File: config.mk
export PLATFORM = sky130hd
export DESIGN_NAME = rc4ks_ctrl
export DESIGN_NICKNAME = d
export VERILOG_FILES = /design/src/rc4ks_pkg.sv /design/src/rc4ks_ctrl.sv
export SDC_FILE = /design/constraint.sdc
export NUM_CORES = 1
export LEC_CHECK = 0
export ABC_AREA = 1
export BUFFER_PORTS_ARGS = -buffer_cell sky130_fd_sc_hd__buf_2
export CAP_MARGIN = 20
export CORE_UTILIZATION = 53
export DETAILED_ROUTE_END_ITERATION = 12
export HOLD_SLACK_MARGIN = 0.02
export PLACE_DENSITY = 0.73
export REMOVE_ABC_BUFFERS = 1
export SLEW_MARGIN = 5
export SYNTH_ARGS = -nofsm -noshare
export SYNTH_HDL_FRONTEND = slang
export SYNTH_SLANG_ARGS = --single-unit
File: constraint.sdc
create_clock -name clk -period 1.7 [get_ports clk]
set_input_delay 0 -clock clk [delete_from_list [all_inputs] [get_ports clk]]
set_output_delay 0 -clock clk [all_outputs]
set_load 0.01 [all_outputs]
File: src/rc4ks_pkg.sv
// Shared constants, codes and controller/datapath types for the RC4 keystream generator.
package rc4ks_pkg;

	localparam int KEY_DEPTH = 256;
	localparam int KEY_AW = (KEY_DEPTH > 1) ? $clog2(KEY_DEPTH) : 1;
	localparam int PERM_DEPTH = 256;
	localparam int PERM_AW = 8;
	localparam int BYTE_W = 8;
	localparam int FUNC_W = 2;
	localparam int BITCNT_W = 4;
	localparam int CFG_W = 9;

	localparam logic [FUNC_W-1:0] FUNC_LOAD = 2'd0;
	localparam logic [FUNC_W-1:0] FUNC_START = 2'd1;
	localparam logic [FUNC_W-1:0] FUNC_NEXT = 2'd2;

	localparam logic [PERM_AW-1:0] PERM_LAST = 8'hFF;
	localparam logic [CFG_W-1:0] KEY_LEN_RESET = 9'd1;

	typedef enum logic [3:0] {
		OP_NONE   = 4'd0,
		OP_KEY_WR = 4'd1,
		OP_START  = 4'd2,
		OP_NX_I   = 4'd3,
		OP_NX_J   = 4'd4,
		OP_NX_SW  = 4'd5,
		OP_NX_T   = 4'd6,
		OP_NX_OUT = 4'd7,
		OP_KS_RD  = 4'd8,
		OP_KS_J   = 4'd9,
		OP_KS_SW1 = 4'd10,
		OP_KS_SW2 = 4'd11
	} dp_op_t;

	typedef struct packed {
		logic k_last;
		logic out_busy;
	} dp_status_t;

endpackage

File: src/rc4ks_ctrl.sv
// Sequencing state machine for key loading, key scheduling and keystream generation.
module rc4ks_ctrl (
	input  logic                         clk,
	input  logic                         arst_n,
	input  logic                         in_valid,
	input  logic [rc4ks_pkg::FUNC_W-1:0] in_func,
	output logic                         in_ready,
	output rc4ks_pkg::dp_op_t            op,
	input  rc4ks_pkg::dp_status_t        sts
);

	typedef enum logic [8:0] {
		ST_IDLE   = 9'b000000001,
		ST_NX_J   = 9'b000000010,
		ST_NX_SW  = 9'b000000100,
		ST_NX_T   = 9'b000001000,
		ST_NX_OUT = 9'b000010000,
		ST_KS_RD  = 9'b000100000,
		ST_KS_J   = 9'b001000000,
		ST_KS_SW1 = 9'b010000000,
		ST_KS_SW2 = 9'b100000000
	} ctrl_state_t;

	ctrl_state_t state_q;
	ctrl_state_t state_d;

	assign in_ready = (state_q == ST_IDLE);

	always_comb begin
		op = rc4ks_pkg::OP_NONE;
		state_d = state_q;
		case (state_q)
			ST_IDLE: begin
				if (in_valid) begin
					case (in_func)
						rc4ks_pkg::FUNC_LOAD: begin
							op = rc4ks_pkg::OP_KEY_WR;
						end
						rc4ks_pkg::FUNC_START: begin
							op = rc4ks_pkg::OP_START;
							state_d = ST_KS_RD;
						end
						rc4ks_pkg::FUNC_NEXT: begin
							op = rc4ks_pkg::OP_NX_I;
							state_d = ST_NX_J;
						end
						default: begin
							op = rc4ks_pkg::OP_NONE;
						end
					endcase
				end
			end
			ST_NX_J: begin
				op = rc4ks_pkg::OP_NX_J;
				state_d = ST_NX_SW;
			end
			ST_NX_SW: begin
				op = rc4ks_pkg::OP_NX_SW;
				state_d = ST_NX_T;
			end
			ST_NX_T: begin
				op = rc4ks_pkg::OP_NX_T;
				state_d = ST_NX_OUT;
			end
			ST_NX_OUT: begin
				if (!sts.out_busy) begin
					op = rc4ks_pkg::OP_NX_OUT;
					state_d = ST_IDLE;
				end
			end
			ST_KS_RD: begin
				op = rc4ks_pkg::OP_KS_RD;
				state_d = ST_KS_J;
			end
			ST_KS_J: begin
				op = rc4ks_pkg::OP_KS_J;
				state_d = ST_KS_SW1;
			end
			ST_KS_SW1: begin
				op = rc4ks_pkg::OP_KS_SW1;
				state_d = ST_KS_SW2;
			end
			ST_KS_SW2: begin
				op = rc4ks_pkg::OP_KS_SW2;
				state_d = sts.k_last ? ST_IDLE : ST_KS_RD;
			end
			default: begin
				state_d = ST_IDLE;
			end
		endcase
	end

	always_ff @(posedge clk or negedge arst_n) begin
		if (!arst_n) begin
			state_q <= ST_IDLE;
		end else begin
			state_q <= state_d;
		end
	end

	a_next_reaches_output: assert property (@(posedge clk) disable iff (!arst_n)
		(in_valid && in_ready && in_func == rc4ks_pkg::FUNC_NEXT) |-> ##4 (state_q == ST_NX_OUT))
		else $error("Next transaction did not reach the output step in four cycles.");

	a_start_enters_schedule: assert property (@(posedge clk) disable iff (!arst_n)
		(in_valid && in_ready && in_func == rc4ks_pkg::FUNC_START) |=> (state_q == ST_KS_RD))
		else $error("Start transaction did not enter the key schedule.");

	a_schedule_continues: assert property (@(posedge clk) disable iff (!arst_n)
		(state_q == ST_KS_SW2 && !sts.k_last) |=> (state_q == ST_KS_RD && !in_ready))
		else $error("Key schedule ended before the last table entry.");

endmodule

Word-level counts from Yosys, hierarchy flattened:

Cells that the tools add are included.
W data, S select, Z words.

* input port bits: 7
* flip-flop bits (word level): 9

* equality and inequality tests: 14
* mux-type cells: 9
* reductions and logical operators: 2

Operators with widths (number)
* $pmux W9 S9: 1
* $pmux W4 S9: 1
* $mux W9: 2
* $pmux W9 S2: 1
* $eq A9 B1 Y1 const B: 1
* $eq A9 B2 Y1 const B: 1
* $eq A9 B3 Y1 const B: 1
* $eq A9 B4 Y1 const B: 1
* $eq A9 B5 Y1 const B: 1
* $eq A9 B6 Y1 const B: 1
* $eq A9 B7 Y1 const B: 1
* $eq A9 B8 Y1 const B: 1
* $eq A9 B9 Y1 const B: 1
* $mux W6: 1
* $pmux W2 S3: 1
* $ne A2 B2 Y1 const B: 2
* $mux W3: 1
* $ne A3 B1 Y1 const B: 1
* $reduce_and A3 Y1: 1
* $eq A2 B1 Y1 const B: 1
* $eq A2 B2 Y1 const B: 1
* $logic_not A2 Y1: 1
* $mux W2: 1

Depth between registers and ports, before layout:

Gate-level depths: netlist of run 1.

* word-level depth: 4
* mapped depth: 10
* gate-level depth less buffers: 10

Least setup slack after synthesis of run 1:

No wires, ideal clock.

* path type: register to register
* from: register state_q[0]
* to: register state_q[5]
* library setup time: 0.113 ns
* data arrival time: 1.170 ns
* required time: 1.587 ns
* cell stages (with the launch flop): 10
* path slack: 0.417 ns
* cell sequence: dfstp_2 inv_1 nor2_1 nand2_1 inv_2 nand2_2 inv_2 nand3_1 nand3_2 nor2_2

* longest elaborated chain between the ends: 3
* elaborated cells between the ends (all ways): 14
* classes of those cells: eq/ne: 12; mux: 1; reduce/logical: 1

RTL lines
* start: declaration: RTL line rc4ks_ctrl.sv:24 `ctrl_state_t state_q;`
* start signal: assignment: RTL line rc4ks_ctrl.sv:97 `state_q <= state_d;`
* $eq A9 B1 Y1 *
* via in_ready: RTL line rc4ks_ctrl.sv:7 `output logic in_ready,`
* $ne A3 B1 Y1 (no source line) / $ne A2 B2 Y1 (equally long branches)
* $reduce_and A3 Y1 (no source line)

Mark *: on every way through the listed nets, which the timed path passes. The rest lies on a longest branch.
A chain may end at the register's enable or synchronous reset.

Final worst setup path of run 1:

* from: register state_q[0]
* to: output op[1]

* longest elaborated chain between the ends: 2
* elaborated cells between the ends (all ways): 10
* classes of those cells: eq/ne: 9; mux: 1

RTL lines
* $eq A9 B9 Y1 (tied with other cells): RTL line rc4ks_ctrl.sv:32 `case (state_q)`
* $pmux W4 S9 *: RTL line rc4ks_ctrl.sv:32
* end: declaration: RTL line rc4ks_ctrl.sv:8 `output rc4ks_pkg::dp_op_t op,`

Mark *: on every way between the ends. The rest lies on a longest branch, timed or not.

==> metrics.log, run 1 <==
INFO  metric run_status = completed
INFO  metric ys.warnings.count = 0
INFO  metric clock-root-buffer = clkbuf_4
INFO  metric std_cell_rows = 13
INFO  metric power.density_cell_area = roughly 1500 nW/um^2
INFO  metric synthesis.instances = about 100
INFO  metric fin_worst_skew = between 0.006 and 0.007 ns
INFO  metric timing.final.crit_share = 95.54%
INFO  metric gr-total-overflow = 0
INFO  metric synth_sequential_area_ratio = 30.94%
INFO  metric critical_path.slowest_cell = dfstp_2
INFO  metric switching_share = 49.83%
INFO  metric die-area = between 1500 and 2000 sq um
INFO  metric cp_launch_type = flop
INFO  metric place_area = 805.8 sq um
INFO  metric vias_in_the_first_global_route = between 500 and 600
INFO  metric combinationalPowerShare = between 60% and 70%
INFO  metric cts.reportedPaths.clkPinSlew = around 0.070 ns
INFO  metric antenna_found_initial = 0
INFO  metric worstPathCellList = inv_1 > nor2_2 > nand2_2 > inv_2 > nand2_2 > inv_2 > nand3_1 > nand4_1 > buf_2
INFO  metric cp.arrival = 1.62 ns
INFO  metric die_x = approximately 39 um
INFO  metric drive_gt1_share = between 30% and 40%
INFO  metric route.final.wire_length = between 1500 and 2000 um
INFO  metric initial_core_util = a little under three fifths
INFO  metric final_util = 68.74%
INFO  metric slew-limit-headroom = roughly 85%
INFO  metric timing_max_transition_violations_final = 0
INFO  metric crit_required = between 1.5 and 2 ns
INFO  metric period_minus_slack = approximately 1.6 ns
INFO  metric max_capacitance_violation_count = 0
INFO  metric timing.hold.ws = roughly 0.042 ns
INFO  metric first_pass_grt_wire_length = approximately 2400 um
INFO  metric largest_register_ffs = 9
INFO  metric layout-area-overhead-vs-synth = 20.68%
INFO  metric worstPathMaxFanout = 4
INFO  metric netlist-cell-type-count = 20
INFO  metric power = 1.329 mW
INFO  metric numCtsBuffers = 3
INFO  metric worst_path_dominant_cell_family = flip-flops
INFO  metric totalNegativeSetupSlack = 0 ns
INFO  metric cp_num_buf_inv = 4
INFO  metric synth_seq_cells = 9
INFO  metric power_leakage = about 0.50 nW
INFO  metric h_tree_lvls = 1
INFO  metric final_design_area_excluding_fillers = slightly below 900 sq um
INFO  metric finalSetupViolations = 0
INFO  metric ios = 12
INFO  metric post_detailed_route_count_of_antenna_violating_nets = 0
INFO  metric intPower = between 0.6 and 0.7 mW
INFO  metric largestRegisters = state_q x9
INFO  metric routed_via_density = 5.197
INFO  metric irDropWorstVdd = just under 0.0008 V
INFO  metric number_of_sinks_on_the_clock_net = 9
INFO  metric fin_nets = 134
INFO  metric worst_skew_pair.late_latency = approximately 0.26 ns
INFO  metric clockPowerShare = between 10% and 20%
INFO  metric maximum_number_of_pins_on_one_net_before_global_route_repair = 10
INFO  metric clock_tree.buffer_depth = 2
INFO  metric worst_hold_path_type = in -> reg
INFO  metric tritoncts_clock_tree = yes
INFO  metric largest_register = state_q
INFO  metric worstMarginPinSlew = between 0.2 and 0.25 ns
INFO  metric post_drt_wl_per_cell = around 12 um
INFO  metric power.share.sequential = between 20% and 30%
INFO  metric mappedNetlistArea = between 700 and 800 sq um
INFO  metric detail_route.first_pass.iterations = 4
INFO  metric timing_hold_violations_final = 0
INFO  metric detailed_place_hpwl = 1322 um
INFO  metric path_class = reg -> out
INFO  metric groute.usage.overall = about 24%
INFO  metric initialDrtViolationCount = 18
INFO  metric cp-end-kind = output pin
INFO  metric die_height = roughly 40 um
INFO  metric numPortBuffers = 11
INFO  metric floorplan.core_area = between 1000 and 1500 sq um
INFO  metric antennaDiodeCount = 0
INFO  metric critical-path-max-stage-delay = 0.57 ns
INFO  metric drc = 0
INFO  metric total_switching_power = around 0.66 mW
INFO  metric avgSynthCellArea = 7.038 sq um
INFO  metric routed-via-count = between 700 and 800
INFO  metric finalWeightedCongestion = between 0.9 and 1
INFO  metric max_freq = between 600 and 700 MHz
-- tightest hold or removal path: cells and delay by family --
kind | cells | cell delay [ns]
buf+inv | 2 | 0.17
compound gates | 1 | 0.07
simple gates | 1 | 0.04
-- repair_timing --
item / CTS / global route
hold buffers: 1 / 0
endpoints found under the hold margin: 9 / 0
setup endpoints to repair: 0 / 2
resized for setup: 0 / 7
buffers inserted: 0 / 2
-- cell families after synthesis --
family	after synthesis	share of synthesized area (%)
simple gates	62	44.10
buf+inv	21	10.77
flops	9	30.94
compound gates	8	7.350
fa+ha+maj	4	6.838
-- cells in the final DEF (no fill, tap or decap) --
cell type	Yosys	layout
nor2_4	4	4
a21oi_1	2	2
a21oi_2	1	1
dfrtp_1	8	8
dlygate4sd3_1	0	1
nand4_1	3	3
nand3_2	3	2
nand3_4	0	1
o21ai_2	0	1
nor2_1	15	14
clkbuf_4	0	3
clkbuf_1	0	1
nor2_2	4	5
nand2_1	17	16
o21ai_1	1	1
nor3_2	0	2
dfstp_2	1	1
ha_1	4	4
o21ai_0	2	1
o21bai_1	1	1
nand3_1	10	10
inv_1	16	16
buf_2	0	11
nand2_2	3	4
nor3_1	3	1
buf_4	0	2
inv_2	5	5
o22ai_2	1	1
-- layout make-up --
type                            instances  area, sq um
Timing Repair Buffer                   14        80.08
Fill cell                             117        401.6
Clock buffer                            4        26.28
Multi-Input combinational cell         74        452.9
Tap cell                               15        18.77
Inverter                               21        78.83
Sequential cell                         9        226.5
-- power by group through the flow --
stage	logic (mW)	registers, mW	clock network, mW
after CTS	0.774	0.316	0.173
after global routing	0.933	0.320	0.181
after global placement	0.760	0.316	0
final	0.841	0.317	0.172
after detailed placement	0.768	0.320	0
after floorplan	0.605	0.312	0
-- synthesized netlist by cell type --
cell type	count	area, sq um
nand2_1	17	63.81
inv_1	16	60.06
nor2_1	15	56.30
nand3_1	10	50.05
dfrtp_1	8	200.2
inv_2	5	18.77
ha_1	4	50.05
nor2_2	4	25.02
nor2_4	4	45.04
nand2_2	3	18.77
nand3_2	3	30.03
nand4_1	3	18.77
nor3_1	3	15.01
a21oi_1	2	10.01
o21ai_0	2	10.01
a21oi_2	1	8.760
dfstp_2	1	26.28
o21ai_1	1	5.000
o21bai_1	1	7.510
o22ai_2	1	12.51
-- through the flow --
step	worst slack, ns	instances
2_1_floorplan	0.4170	104
3_3_place_gp	0.3480	130
3_5_place_dp	0.3305	130
4_1_cts	0.04385	135
5_1_grt	-0.003243	137
6_report	0.07575	137
-- per-layer routing --
layer  part of all wire (%)  track usage, %  vias up
li1                       -               -      363
met5                      0               0        -
met1                     44           31.10      323
met2                     50           39.58       21
met3                    3.9           3.468        5
met4                    1.2           10.34        0
-- worst paths after layout --
path                            start    endpoint  slack (ns)  depth (start not counted)
max                        state_q[0]       op[1]        0.08                          9
min                            sts[1]  state_q[5]        0.04                          4
max reg2reg                state_q[0]  state_q[0]        0.23                         10
min reg2reg                state_q[0]  state_q[0]        0.51                          2
max in group asynchronous      arst_n  state_q[0]        1.34                          2
min in group asynchronous      arst_n  state_q[1]        0.11                          2
Note: power is estimated with default switching activity, not from simulation.
==> run 2, diff against run 1 <==
==> constraint.sdc (replaced) <==
create_clock -name clk -period 1.7 [get_ports clk]
set_input_delay 0 -clock clk [delete_from_list [all_inputs] [get_ports clk]]
set_output_delay 0 -clock clk [all_outputs]
set_load 0.005 [all_outputs]
==> run 2 against run 1 <==
Via count shrank 0.98%. Clock power is essentially flat. Utilization shrank 1.5 points. Critical path depth is the same. Sequential share of layout area grew 0.56 points. Global-route usage is the same. Critical path type unchanged.
==> metrics.log, run 2 (synthesis gave the netlist of run 1 again) <==
INFO  metric run_status = completed
INFO  metric intPower = 0.6447 mW
INFO  metric worst_r2r_startpoint = state_q[0]
INFO  metric vias_in_the_first_global_route = 594
INFO  metric std_cell_rows = 13
INFO  metric number_of_sinks_on_the_clock_net = 9
INFO  metric drive_gt1_share = 33.33%
INFO  metric ios = 12
INFO  metric layout.filler_cells = between 100 and 150
INFO  metric crit_required = around 1.7 ns
INFO  metric h_tree_lvls = 1
INFO  metric timing_max_transition_violations_final = 0
INFO  metric reg2reg_to = state_q[5]
INFO  metric worst_hold_path_type = in -> reg
INFO  metric r2r_cells = 9
INFO  metric maximum_number_of_pins_on_one_net_before_global_route_repair = 10
INFO  metric worstPathMaxFanout = 4
INFO  metric cp.arrival = 1.60 ns
INFO  metric irDropWorstVdd = 0.0007703 V
INFO  metric commonest_cells_after_routing_fill_and_taps_aside = inv_1, nand2_1, nor2_1
INFO  metric power.density_cell_area = roughly 1500 nW/um^2
INFO  metric power_leakage = slightly below 0.5 nW
INFO  metric slew-limit-headroom = between 80 and 90%
INFO  metric largest_register_ffs = 9
INFO  metric combinationalPowerShare = 61.5%
INFO  metric power = roughly 1.3 mW
INFO  metric clock-root-buffer = clkbuf_4
INFO  metric post_detailed_route_count_of_antenna_violating_nets = 0
INFO  metric cts.reportedPaths.clkPinSlew = about 0.07 ns
INFO  metric total_switching_power = approximately 0.62 mW
INFO  metric die_x = ~39 um
INFO  metric postCtsSetupRepairBufs = 0
INFO  metric cp-end-kind = output pin
INFO  metric largest_register = state_q
INFO  metric clock_tree.buffer_depth = 2
INFO  metric antennaDiodeCount = 0
INFO  metric crit_start = state_q[0]
INFO  metric initial_core_util = ~57%
INFO  metric antenna_found_initial = 0
INFO  metric routed-via-count = roughly 710
INFO  metric max_freq = 624.8 MHz
INFO  metric final_design_area_excluding_fillers = between 800 and 900 sq um
INFO  metric finalWeightedCongestion = 0.9679
INFO  metric numPortBuffers = 11
INFO  metric rsz0062_at_grt = yes
INFO  metric die_height = about 40 um
INFO  metric period_minus_slack = ~1.6 ns
INFO  metric finalSetupViolations = 0
INFO  metric groute.usage.overall = between 20 and 25%
INFO  metric fin_worst_skew = between 0.007 and 0.008 ns
INFO  metric hold_path_end = state_q[5]
INFO  metric max_capacitance_violation_count = 0
INFO  metric initialDrtViolationCount = 30
INFO  metric largestRegisters = state_q x9
INFO  metric worstMarginPinSlew = 0.2256 ns
INFO  metric tritoncts_clock_tree = yes
INFO  metric gr-total-overflow = 0
INFO  metric reg2reg_setup_slack = 0.34 ns
INFO  metric fin_nets = about 130
INFO  metric register_area = 226.5 sq um
INFO  metric multi_input_comb_area = around 450 sq um
INFO  metric numCtsBuffers = 3
INFO  metric path_class = reg -> out
INFO  metric totalNegativeSetupSlack = 0 ns
INFO  metric drc = 0
INFO  metric floorplan.core_area = between 1000 and 1500 sq um
INFO  metric timing_hold_violations_final = 0
INFO  metric routed_via_density = between 5 and 6
INFO  metric switching_share = about half
INFO  metric detailed_place_hpwl = approximately 1300 um
INFO  metric first_pass_grt_wire_length = roughly 2400 um
INFO  metric detail_route.first_pass.iterations = 4
INFO  metric place_area = slightly above 800 sq um
INFO  metric hold_path.startpoint = sts[1]
INFO  metric route.final.wire_length = roughly 1600 um
INFO  metric clockPowerShare = between 10% and 20%
INFO  metric die-area = roughly 1500 sq um
INFO  metric power.share.sequential = between 20% and 30%
INFO  metric timing.hold.ws = 0.03707 ns
INFO  metric layout-area-overhead-vs-synth = 18.12%
INFO  metric post_drt_wl_per_cell = between 10 and 15 um
INFO  metric worst_skew_pair.late_latency = roughly 0.27 ns
INFO  metric cp_launch_type = flop
INFO  metric timing.final.crit_share = between 90% and 100%
INFO  metric holdPathStages = 4
-- run 2: cell types whose count changed in the layout (fill, tap and decap cells not counted), sizes merged --
cell	change
buf	-2
-- run 2: worst max-delay path by stage --
stage | end | slack, ns | depth (start not counted)
2_1_floorplan | state_q[5] | 0.44 | 9
3_3_place_gp | state_q[5] | 0.35 | 9
3_5_place_dp | state_q[5] | 0.33 | 9
4_1_cts | op[1] | 0.06 | 9
5_1_grt | op[0] | -0.004 | 9
6_report | op[1] | 0.1 | 9
-- run 2: area by class of cell --
| cell class | count | area share, % |
|---|---|---|
| sequential | 9 | 26.19 |
| inverter | 21 | 9.117 |
| tap | 15 | 2.171 |
| clock buffer | 4 | 3.039 |
| multi-input combinational | 74 | 51.95 |
| timing repair buffer | 12 | 7.525 |
-- run 2: worst max-delay path: stages, from the launching register on --
cell	delay, ns
dfstp_2	0.57
inv_1	0.07
nor2_2	0.09
nand2_2	0.09
inv_2	0.07
nand2_2	0.07
inv_2	0.08
nand3_1	0.07
nand4_1	0.10
buf_2	0.12
-- run 2: per-layer routing --
| layer | wire length [um] | global-route usage, % | vias up |
|---|---|---|---|
| li1 | - | - | 359 |
| met1 | 715 | 31.10 | 322 |
| met2 | 795 | 39.58 | 19 |
| met3 | 78 | 3.468 | 5 |
| met4 | 23 | 10.34 | 0 |
| met5 | 0 | 0 | - |
-- run 2: through the flow --
stage / setup WS (ns) / cells / util [%]
finish: 0.09942 / 135 / 67.28
global route: -0.004196 / 135 / 67.28
CTS: 0.06164 / 135 / 65.53
detailed placement: 0.3305 / 130 / 62.71
global placement: 0.3480 / 130 / 62.71
floorplan: 0.4410 / 104 / -
-- run 2: power groups by stage --
stage	logic (mW)	registers [mW]	clock network, mW
after CTS	0.751	0.316	0.173
after global placement	0.737	0.316	0
after floorplan	0.584	0.312	0
after global routing	0.880	0.320	0.181
after detailed placement	0.745	0.320	0
final	0.779	0.316	0.172
-- run 2: what timing repair did --
action                                 in CTS  in global routing
setup endpoints to repair                   0                  1
endpoints found under the hold margin       9                  0
gates resized for setup                     0                  6
hold buffers                                1                  0
==> run 3, diff against run 2 <==
- CORE_UTILIZATION: 53 -> 48
- PLACE_DENSITY: 0.73 -> 0.69
- REMOVE_ABC_BUFFERS: 1 -> not set
- clock period: 1.7 -> 1.4 ns (I/O delays scaled with it)
==> run 3 against run 2 <==
The flow now finishes with violations (setup timing). Via count rose by 11%. Clock-buffer cell count fell by 1. Sequential power rose by 23%. Critical path depth fell by 1. Clock skew fell by 0.0036 ns. First-iteration DRC count rose by 20%. Sequential cell count did not move. Clock power rose by 28%. Wire length rose by 24%. Utilization rose by 7.2 points. Worst setup slack got worse by 0.29 ns. Hold slack got worse by 0.013 ns. Critical endpoint is now op[0]. Largest power group unchanged.
==> metrics.log, run 3 (synthesis gave the netlist of run 1 again) <==
INFO  metric pre_cts_slack = approximately 0.045 ns
INFO  metric max_freq = around 630 MHz
INFO  metric fin_worst_skew = between 0.003 and 0.004 ns
INFO  metric finalWeightedCongestion = 0.9667
INFO  metric synthesis.nets = roughly 120
INFO  metric first_pass_grt_wire_length = 2691 um
INFO  metric die_height = roughly 41 um
INFO  metric globalRouteMet2Util = approximately 40%
INFO  metric post-place-cells = 130
INFO  metric numPortBuffers = 11
INFO  metric h_tree_lvls = 1
INFO  metric rsz0062_at_grt = yes
INFO  metric tritoncts_clock_tree = yes
INFO  metric final_util = 74.45%
INFO  metric drive_gt1_share = between 40% and 50%
INFO  metric number_of_sinks_on_the_clock_net = 9
INFO  metric grt_most_used_layer = met2
INFO  metric layout-area-overhead-vs-synth = 38.97%
INFO  metric register_area = 226.5 sq um
INFO  metric timing.hold.ws = approximately 0.024 ns
INFO  metric commonest_cells_after_routing_fill_and_taps_aside = inv_1, nor2_1, nand2_1
INFO  metric initialDrtViolationCount = 36
INFO  metric die_x = ~40 um
INFO  metric worst_skew_pair.late_latency = about 0.28 ns
INFO  metric worstPathMaxFanout = 5
INFO  metric detailed_place_hpwl = between 1000 and 1500 um
INFO  metric cp.arrival = 1.59 ns
INFO  metric floorplan.core_area = 1366 sq um
INFO  metric largest_register = state_q
INFO  metric slew-limit-headroom = between 80% and 90%
INFO  metric gr-total-overflow = 0
INFO  metric grt_use_met1 = 33.33%
INFO  metric drc = 0
INFO  metric routed_via_density = 5.342
INFO  metric irDropWorstVdd = around 0.0011 V
INFO  metric crit_required = roughly 1.4 ns
INFO  metric run_status = finished, violations left
INFO  metric largest_register_ffs = 9
INFO  metric maximum_number_of_pins_on_one_net_before_global_route_repair = 10
INFO  metric power_leakage = roughly 0.56 nW
INFO  metric stdcell_count = roughly 150
INFO  metric setup_slack = -0.1923 ns
INFO  metric route.final.wire_length = 2003 um
INFO  metric mostFrequentLayoutCell = inv_1
INFO  metric groute.usage.overall = between 20% and 30%
INFO  metric power.density_cell_area = slightly below 2000 nW/um^2
INFO  metric largestRegisters = state_q x9
INFO  metric global_route.usage.met3 = around 3.3%
INFO  metric detail_route.first_pass.iterations = 4
INFO  metric worst_hold_path_type = in -> reg
INFO  metric post_detailed_route_count_of_antenna_violating_nets = 0
INFO  metric routed-via-count = 780
INFO  metric post_drt_wl_per_cell = about 14 um
INFO  metric cts.reportedPaths.clkPinSlew = approximately 0.070 ns
INFO  metric failed_checks = setup timing
INFO  metric timing_max_transition_violations_final = 0
INFO  metric path_class = reg -> out
INFO  metric timing_hold_violations_final = 0
INFO  metric clock-root-buffer = clkbuf_4
INFO  metric initial_core_util = 53.57%
INFO  metric cp_launch_type = flop
INFO  metric multi_input_comb_area = a little over 500 sq um
INFO  metric worstMarginPinSlew = about 0.21 ns
INFO  metric finalSetupViolations = 7
INFO  metric timing.final.crit_share = 113.7%
INFO  metric clock_tree.buffer_depth = 2
INFO  metric fin_nets = about 140
INFO  metric vias_in_the_first_global_route = slightly above 600
INFO  metric die-area = roughly 1700 sq um
INFO  metric numCtsBuffers = 3
INFO  metric cp-end-kind = output pin
INFO  metric power = 2.004 mW
INFO  metric antenna_found_initial = 0
INFO  metric layout.filler_cells = 95
INFO  metric std_cell_rows = 13
INFO  metric ios = 12
INFO  metric period_minus_slack = approximately 1.6 ns
INFO  metric max_capacitance_violation_count = 0
INFO  metric antennaDiodeCount = 0
-- run 3: cell types whose count changed in the layout (fill, tap and decap cells not counted), sizes merged --
cell / delta
clkinv: +1
clkbuf: -1
buf: +11
-- run 3: timing repair --
item / 4_1_cts / 5_1_grt
buffers inserted: 4 / 7
pin swaps: 6 / 15
setup endpoints to repair: 5 / 7
hold buffers: 1 / 0
resized for setup: 8 / 15
endpoints found under the hold margin: 9 / 0
-- run 3: worst paths after layout --
path	start	end	slack [ns]	depth (start not counted)
max	state_q[0]	op[0]	-0.19	8
min	sts[1]	state_q[5]	0.02	4
max reg2reg	state_q[1]	state_q[5]	-0.18	11
min reg2reg	state_q[0]	state_q[0]	0.51	2
max in group asynchronous	arst_n	state_q[0]	1.06	2
min in group asynchronous	arst_n	state_q[2]	0.09	2
-- run 3: through the flow --
stage | TNS (ns) | area, sq um
finish | -1.102 | 1017
global route | -1.664 | 1017
CTS | -0.7462 | 912.1
detailed placement | 0 | 805.8
global placement | 0 | 805.8
floorplan | 0 | 732.0
-- run 3: worst max-delay path: stages, from the launching register on --
cell,delay [ns]
dfstp_2,0.58
nor2_4,0.06
nand2_2,0.09
nor2_2,0.05
nand2_1,0.11
o21ai_2,0.07
nor3_2,0.14
o21ai_1,0.08
buf_2,0.13
-- run 3: layout make-up --
cell class	instances	area share (%)
clock buffers	3	2.214
clock inverters	1	0.4920
inverters	21	7.995
multi-input cells	74	50.31
flip-flops and latches	9	22.26
well taps	15	1.845
repair buffers	23	14.88
-- run 3: where the power goes --
| part | leakage, nW | total (mW) | switching [mW] | internal [mW] |
|---|---|---|---|---|
| sequential | 0.121 | 0.389 | 0.0654 | 0.324 |
| clock | 0.0177 | 0.221 | 0.115 | 0.106 |
| combinational | 0.424 | 1.39 | 0.782 | 0.612 |
| total | 0.563 | 2.00 | 0.962 | 1.04 |
-- run 3: routing by layer --
layer / wire length, um / vias up / part of all wire [%]
met5: 0 / - / 0
met3: 90 / 7 / 4.5
met2: 975 / 28 / 49
met4: 41 / 0 / 2.0
li1: - / 381 / -
met1: 896 / 364 / 45
